**config.mk**
```make
export PLATFORM = sky130hd
export DESIGN_NAME = pcsm_div
export DESIGN_NICKNAME = d
export VERILOG_FILES = /design/src/hw/rtl/pcsm_div.sv
export SDC_FILE = /design/constraint.sdc
export NUM_CORES = 1
export LEC_CHECK = 0
export BUFFER_PORTS_ARGS = -buffer_cell sky130_fd_sc_hd__buf_2
export CORE_UTILIZATION = 34
export CTS_CLUSTER_DIAMETER = 200
export DETAILED_ROUTE_END_ITERATION = 6
export PLACE_DENSITY = 0.51
export SETUP_SLACK_MARGIN = 0.2
export SLEW_MARGIN = 20
export SYNTH_ARGS = -nofsm -noshare
export SYNTH_HDL_FRONTEND = slang
export SYNTH_SLANG_ARGS = --single-unit
```
**constraint.sdc**
```tcl
create_clock -name clk -period 4.3 [get_ports clk]
set_input_delay 0.86 -clock clk [delete_from_list [all_inputs] [get_ports clk]]
set_output_delay 0.86 -clock clk [all_outputs]
set_load 0.03 [all_outputs]
```
**src/hw/rtl/pcsm_div.sv**
```systemverilog
// Radix-2 restoring divider for signed 32-bit truncating division.
module pcsm_div (
  input  logic        clk,
  input  logic        rst_n,
  input  logic        start,
  input  logic [31:0] dividend,
  input  logic [31:0] divisor,
  output logic        busy,
  output logic        done,
  output logic [31:0] quotient
);
  logic [31:0] q_r, q_nxt;
  logic [31:0] rem_r, rem_nxt;
  logic [31:0] dv_r, dv_nxt;
  logic [5:0]  cnt_r, cnt_nxt;
  logic        neg_r, neg_nxt;
  logic        busy_r, busy_nxt;
  logic        done_r, done_nxt;
  logic [32:0] trial;
  logic [32:0] shifted;

  always_comb begin
    q_nxt    = q_r;
    rem_nxt  = rem_r;
    dv_nxt   = dv_r;
    cnt_nxt  = cnt_r;
    neg_nxt  = neg_r;
    busy_nxt = busy_r;
    done_nxt = 1'b0;
    shifted  = {rem_r, q_r[31]};
    trial    = shifted - {1'b0, dv_r};
    if (start && !busy_r) begin
      q_nxt    = dividend[31] ? (32'd0 - dividend) : dividend;
      dv_nxt   = divisor[31] ? (32'd0 - divisor) : divisor;
      rem_nxt  = '0;
      cnt_nxt  = 6'd32;
      neg_nxt  = dividend[31] ^ divisor[31];
      busy_nxt = 1'b1;
    end else if (busy_r) begin
      if (!trial[32]) begin
        rem_nxt = trial[31:0];
        q_nxt   = {q_r[30:0], 1'b1};
      end else begin
        rem_nxt = shifted[31:0];
        q_nxt   = {q_r[30:0], 1'b0};
      end
      cnt_nxt = cnt_r - 6'd1;
      if (cnt_r == 6'd1) begin
        busy_nxt = 1'b0;
        done_nxt = 1'b1;
      end
    end
  end

  always_ff @(posedge clk) begin
    if (!rst_n) begin
      busy_r <= 1'b0;
      done_r <= 1'b0;
      cnt_r  <= '0;
    end else begin
      busy_r <= busy_nxt;
      done_r <= done_nxt;
      cnt_r  <= cnt_nxt;
    end
    q_r   <= q_nxt;
    rem_r <= rem_nxt;
    dv_r  <= dv_nxt;
    neg_r <= neg_nxt;
  end

  assign busy     = busy_r;
  assign done     = done_r;
  assign quotient = neg_r ? (32'd0 - q_r) : q_r;

  a_done_after_busy: assert property (@(posedge clk) disable iff (!rst_n)
    done_r |-> $past(busy_r))
    else $error("divider done without a running division");
  a_no_restart: assert property (@(posedge clk) disable iff (!rst_n)
    busy_r |=> (busy_r || done_r))
    else $error("divider stopped without done");
  a_count_zero_idle: assert property (@(posedge clk) disable iff (!rst_n)
    !busy_r |-> (cnt_r == 6'd0) || $past(start))
    else $error("divider count left over");
endmodule

```
==> results.md, run 1 <==
* Tmin final at roughly 4.3 ns
* ANT nets after route at 0
* Maxcap violations at 0
* Fin Hold WS at between 0.4 and 0.5 ns
* Post-synthesis cell area at approximately 7600 um^2
* I/O Buffers at 100
* Hold Path Sink: cnt_r[5]
* CTS Buf Count at 9
* Failing checks: design-rule violations, negative setup slack
* Register bit total from synthesis at 105
* CTS sink count at roughly 110
* RR Startpoint: q_r[31]
* Final hold vios at 0
* Worst skew pair latency at 0.36 ns
* Fin nets at 1083
* P&R area growth vs syn at 16.40%
* # setup viols final at 1
* Synthesized area per cell at 8.654 um^2
* Initial drt markers at 355
* Seq/Total Area, Yosys at a little over a third
* CP max FO at 3
* CTS clk-pin slew, worst paths at roughly 0.070 ns
* First-pass DRT Iterations at 7
* Final period util at 100.1%
* Number of global-route vias before repair at 6182
* WP data arrival at ~3.4 ns
* Clock skew at between 0.01 and 0.015 ns
* First-pass GRT wire length at between 30000 and 40000 um
* HP Class: flip-flop to flip-flop
* Distinct cell type count after synthesis at 62
* Max_slew headroom at 27.67%
* Post-DP HPWL at around 15000 um
* Worst hold start: cnt_r[5]
* Fraction of registers with async set/reset at 0%
* Std-Cell Core Area at about 22000 um^2
* Initial core utilization at 34.84%
* Final Non-Filler Cells at around 1.3k
* RSZ-0062 raised after global routing: true
* Peak supply drop at approximately 0.00022 V
* Area after DPL at between 8000 and 9000 um^2
* Initial antenna violation count at 0
* Layout cell share with drive strength beyond 1 at roughly 16%
* EDFF count, synth at 65
* Core Util, Final at between 40% and 50%
* Syn nets at approximately 990
* Vert. Die Dim at approximately 150 um
* Primary FF master, synth: edfxtp_1
* DRC viols at 4
* Vias per cell at about 5.3
* Flop2flop setup slack at 0.73 ns
* # hold bufs at CTS at 0
* GP Congestion at 0.8148
* FF-to-FF path depth at 12
* Clk buf depth at 2
* Pleak at 3.583 nW
* Post-Syn Instances at 884
* FP Rows at 54
* DR WL/cell at between 15 and 20 um
* Placed insts at about 1.2k
* Diode count at 0
* Pin count of the biggest net entering global routing at 62
* Routed vias at approximately 6.7k
* Worst setup margin at -0.004793 ns
* TritonCTS clock tree: built
* CP required at 3.44 ns
* Pwr dens at about 540 nW/um^2
* CTS H-tree depth at 3
* TNS Setup at -0.004793 ns
* All-Layer GR Usage at around 17%
* Fin area at between 8000 and 9000 um^2
* Worst Setup Path Type: flip-flop to primary output
* Max Transition Viols Final at 0
* Worst Max-Slew Pin Slew at 1.085 ns
* Hold depth at 1
* Top-Level Pins at around 100
* Max Clk Rate at ~0.23 GHz
* Crit. End Element: primary output
* DRT Wirelength at roughly 20000 um
* Setup crit start kind: flip-flop
* Die Wd at 152 um
* R2r endpoint: rem_r[5]
* Root Buffer: clkbuf_16
* Outcome: finished, violations left
* Die area at 23100 um^2
* Gr ovfl total at 0
* Yosys warnings at 0
-- layout make-up --
| type | instances | area (um^2) |
|---|---|---|
| fillers | 2213 | 13050 |
| clock buffers | 11 | 232.7 |
| multi-input cells | 685 | 4594 |
| repair buffers | 121 | 683.2 |
| well taps | 280 | 350.3 |
| inverters | 56 | 210.2 |
| clock inverters | 5 | 81.33 |
| flip-flops and latches | 105 | 2753 |
-- worst max-delay path by stage --
stage                     slack, ns            to    from  cells past startpoint
after floorplan                0.39  quotient[29]  q_r[4]                      9
after global placement         0.22  quotient[31]  q_r[4]                     10
after detailed placement       0.21  quotient[31]  q_r[4]                     10
after CTS                     -0.02  quotient[29]  q_r[4]                     10
after global routing          -0.14  quotient[29]  q_r[4]                     10
final                        -0.005  quotient[31]  q_r[4]                     10
-- kinds of logic after synthesis --
group / share of synthesized area (%)
AOI/OAI and AO/OA: 22.72
xor gates and xnor gates: 13.74
adders and majority gates: 6.313
buffers and inverters: 4.678
DFF: 35.98
muxes: 0.3926
and+or+nand+nor: 16.18
-- repair_timing --
item	CTS	global route
pin swaps	2	3
endpoints found under the hold margin	0	0
setup endpoints to repair	3	6
gates resized for setup	6	4
buffers inserted	7	3
-- cells in the mapped netlist, types with 15 or more instances --
cell type  instances  share of area, %
o21ai_0          114               7.5
dfxtp_1           40                10
inv_1             55               2.7
o31ai_1           22               2.2
clkbuf_1          36               1.8
nor2_1            33               1.6
edfxtp_1          65                26
xnor2_1           80               9.2
ha_1              37               6.1
a21o_1            17               1.7
nand2_1          125               6.1
xor2_1            40               4.6
a21oi_1           36               2.4
a22o_1            15               1.7
-- sequential cells by signal, indices dropped and copies added (netlist names) --
register,cells
rem_r,32
cnt_r,6
dv_r,32
q_r,32
done,1
neg_r,1
busy,1
-- metrics by stage --
| step | setup slack, ns | power [W] |
|---|---|---|
| after global routing | -0.1415 | 0.005153 |
| after floorplan | 0.3932 | 0.003203 |
| after global placement | 0.2227 | 0.003876 |
| final | -0.004793 | 0.004780 |
| after detailed placement | 0.2107 | 0.003874 |
| after CTS | -0.01693 | 0.004802 |
-- report_power, final --
group	total (W)	switching (W)	internal, W
clock network	0.000891	0.000379	0.000512
logic	0.00236	0.00141	0.000948
registers	0.00153	0.000220	0.00131
-- routing by layer --
layer	vias to the layer above	track usage, %	wire [um]	share of wire (%)
met3	13	2.510	761	3.8
met4	0	4.227	191	0.95
met5	-	0	0	0
met1	3127	25.36	10440	52
li1	3389	-	-	-
met2	127	26.79	8770	43
-- cells in the final DEF (no fill, tap or decap), types with 13 or more instances in the layout --
master and count:
nand2_1 124, buf_2 95, ha_1 37, o41ai_1 13, buf_4 23, nor3_1 13
inv_1 55, xnor2_1 80, a21oi_1 36, xor2_1 39, o21ai_0 113, nor2_1 32
edfxtp_1 65, a21o_1 17, a22o_1 15, o31ai_1 22, dfxtp_1 40
-- critical path: stages (launching register included) --
cell and delay [ns]:
edfxtp_1 0.39, or3_4 0.42, nor3_4 0.20, and2_4 0.18, nand3_4 0.07, or4_4 0.44
or3_4 0.34, or4_4 0.47, o31ai_4 0.25, xnor2_1 0.15, buf_4 0.18
(Power assumes the default switching activity.)
==> inputs of run 2 (changes only) <==
- BUFFER_PORTS_ARGS: -buffer_cell sky130_fd_sc_hd__buf_2 -> default
- DONT_BUFFER_PORTS: default -> 1
- GPL_ROUTABILITY_DRIVEN: default -> 1
- PLACE_DENSITY: 0.51 -> 0.47
==> results.md, run 2 (synthesized netlist as in run 1, its figures left out) <==
* Outcome: finished, final reports clean
* Number of global-route vias before repair at approximately 5.9k
* Die Wd at 152 um
* CP max FO at 3
* Commonest non-fill, non-tap cells in the layout: 124 x nand2_1, 112 x o21ai_0, 74 x xnor2_1
* First-pass GRT wire length at roughly 31000 um
* Worst setup margin at 0.08187 ns
* Biggest regs: dv_r: 32 flops, q_r: 32 flops, rem_r: 32 flops
* Worst Setup Path Type: flip-flop to primary output
* Diode count at 0
* Most common cell after layout, fill and taps aside: nand2_1
* Initial antenna violation count at 0
* ANT nets after route at 0
* Root Buffer: clkbuf_16
* Design Power at roughly 0.0046 W
* CTS Buf Count at 9
* Fin nets at roughly 1000
* DRT Wirelength at just under 20000 um
* CP required at ~3.4 ns
* Maxcap violations at 0
* Std-Cell Core Area at between 20000 and 25000 um^2
* Clock skew at between 0.01 and 0.015 ns
* Worst Max-Slew Pin Slew at 0.9742 ns
* Clock group share of total power at between 10% and 20%
* CTS sink count at 105
* Placed insts at 1140
* Post-DP HPWL at about 15000 um
* Crit. path cell count at 9
* DR WL/cell at between 15 and 20 um
* TritonCTS clock tree: built
* Met2 routed WL at ~8500 um
* Tmin final at around 4.2 ns
* Slowest stage cell on the critical path: or4_4
* All-Layer GR Usage at between 15 and 20%
* NetSw at just under 0.002 W
* CP top delay family: simple AND/OR/NAND/NOR gates
* First-pass DRT Iterations at 4
* Highest routed layer: met4
* CTS H-tree depth at 3
* Crit. End Element: primary output
* Pwr dens at approximately 540 nW/um^2
* Crit-path cells: or3_4 > nor3_4 > and2_4 > nand3_4 > or4_4 > or3_4 > or4_4 > o31ai_4 > xnor2_4
* Routed vias at between 6k and 7k
* P&R area growth vs syn at 10.70%
* Power share of the combinational group at between 40% and 50%
* Die area at between 20000 and 25000 um^2
* Switching share of total power at a little over two fifths
* Core Util, Final at approximately two fifths
* Slowest stage delay, CP at around 0.47 ns
* FF-to-FF path depth at 11
* Seq pwr share at 33.0%
* DRC viols at 0
* FP Rows at 54
* Pleak at around 3.2 nW
* Metal-1 WL at between 9000 and 10000 um
* Final Non-Filler Cells at approximately 1.2k
* Vert. Die Dim at around 150 um
* Worst skew pair latency at approximately 0.37 ns
* I/O Buffers at 0
* Final hold vios at 0
* Hold depth at 1
* Top-Level Pins at 101
* Layout cell share with drive strength beyond 1 at under 10%
* GP Congestion at slightly above 0.8
* Buf/Inv on CP at 0
* # setup viols final at 0
* CTS clk-pin slew, worst paths at 0.08 ns
* Max_slew headroom at about a third
* DP Worst Slack at 0.2839 ns
* Initial drt markers at approximately 290
* Peak supply drop at 0.0002395 V
* Max Transition Viols Final at 0
* Vias per cell at 5.261
* Metal3 WL at approximately 1200 um
* RSZ-0062 raised after global routing: true
* Initial core utilization at 34.84%
* Max Clk Rate at ~0.24 GHz
* Setup crit start kind: flip-flop
* HP Class: flip-flop to flip-flop
* Clk buf depth at 2
* Final period util at 98.10%
* Pin count of the biggest net entering global routing at 52
* Internal power at roughly 0.0026 W
* WP data arrival at 3.36 ns
* Gr ovfl total at 0
* # hold bufs at CTS at 0
[run 2: cell types whose count changed in the layout (fill, tap and decap cells not counted), moves of 2 or more]
cell       change
buf_2         -95
bufinv_16      -2
clkbuf_1       -2
clkbuf_4       -2
clkinv_4       -2
inv_6          +2
inv_8          +2
xnor2_1        -6
xnor2_2        +5
[run 2: power by group through the flow]
stage | clock network (W) | registers [W] | logic (W)
after floorplan | 0 | 0.00147 | 0.00173
after global placement | 0 | 0.00154 | 0.00222
after detailed placement | 0 | 0.00154 | 0.00221
after CTS | 0.000870 | 0.00152 | 0.00225
after global routing | 0.000907 | 0.00155 | 0.00250
final | 0.000836 | 0.00152 | 0.00225
[run 2: per-layer routing]
| metal | track usage [%] | up-vias |
|---|---|---|
| met5 | 0 | - |
| met4 | 4.422 | 0 |
| met3 | 5.220 | 16 |
| met2 | 26.63 | 108 |
| met1 | 22.58 | 2814 |
| li1 | - | 3196 |
[run 2: final timing paths]
path | startpoint | endpoint | slack [ns]
max | q_r[4] | quotient[31] | 0.08
min reg2reg | cnt_r[5] | cnt_r[5] | 0.47
min | cnt_r[5] | cnt_r[5] | 0.47
max reg2reg | dv_r[1] | rem_r[29] | 0.93
[run 2: what timing repair did]
action                                  4_1_cts  5_1_grt
endpoints found under the setup margin        3        8
gates resized for setup                       8        7
pin swaps                                     4        3
setup buffers                                 9        0
[run 2: per-stage QoR]
| step | hold slack [ns] | instance area, um^2 | setup TNS [ns] |
|---|---|---|---|
| after global routing | 0.4908 | 8468 | -0.08247 |
| final | 0.4702 | 8468 | 0 |
| after global placement | 0.4564 | 7995 | 0 |
| after floorplan | 0.4338 | 7650 | 0 |
| after CTS | 0.4757 | 8417 | 0 |
| after detailed placement | 0.4642 | 7995 | 0 |
[run 2: final cells by class]
| class | instances | area, um^2 |
|---|---|---|
| fill | 2227 | 13490 |
| inverter | 56 | 210.2 |
| timing repair buffer | 24 | 200.2 |
| clock inverter | 7 | 67.56 |
| tap | 280 | 350.3 |
| clock buffer | 9 | 225.2 |
| multi-input combinational | 685 | 4661 |
| sequential | 105 | 2754 |
[run 2: worst register-to-register path: cells and delay by family (launching register included)]
| family | cells | cell delay [ns] |
|---|---|---|
| simple gates | 1 | 0.14 |
| xor+xnor | 1 | 0.13 |
| buf+inv | 1 | 0.08 |
| compound gates | 7 | 2.14 |
| flops | 1 | 0.47 |
| fa+ha+maj | 1 | 0.28 |
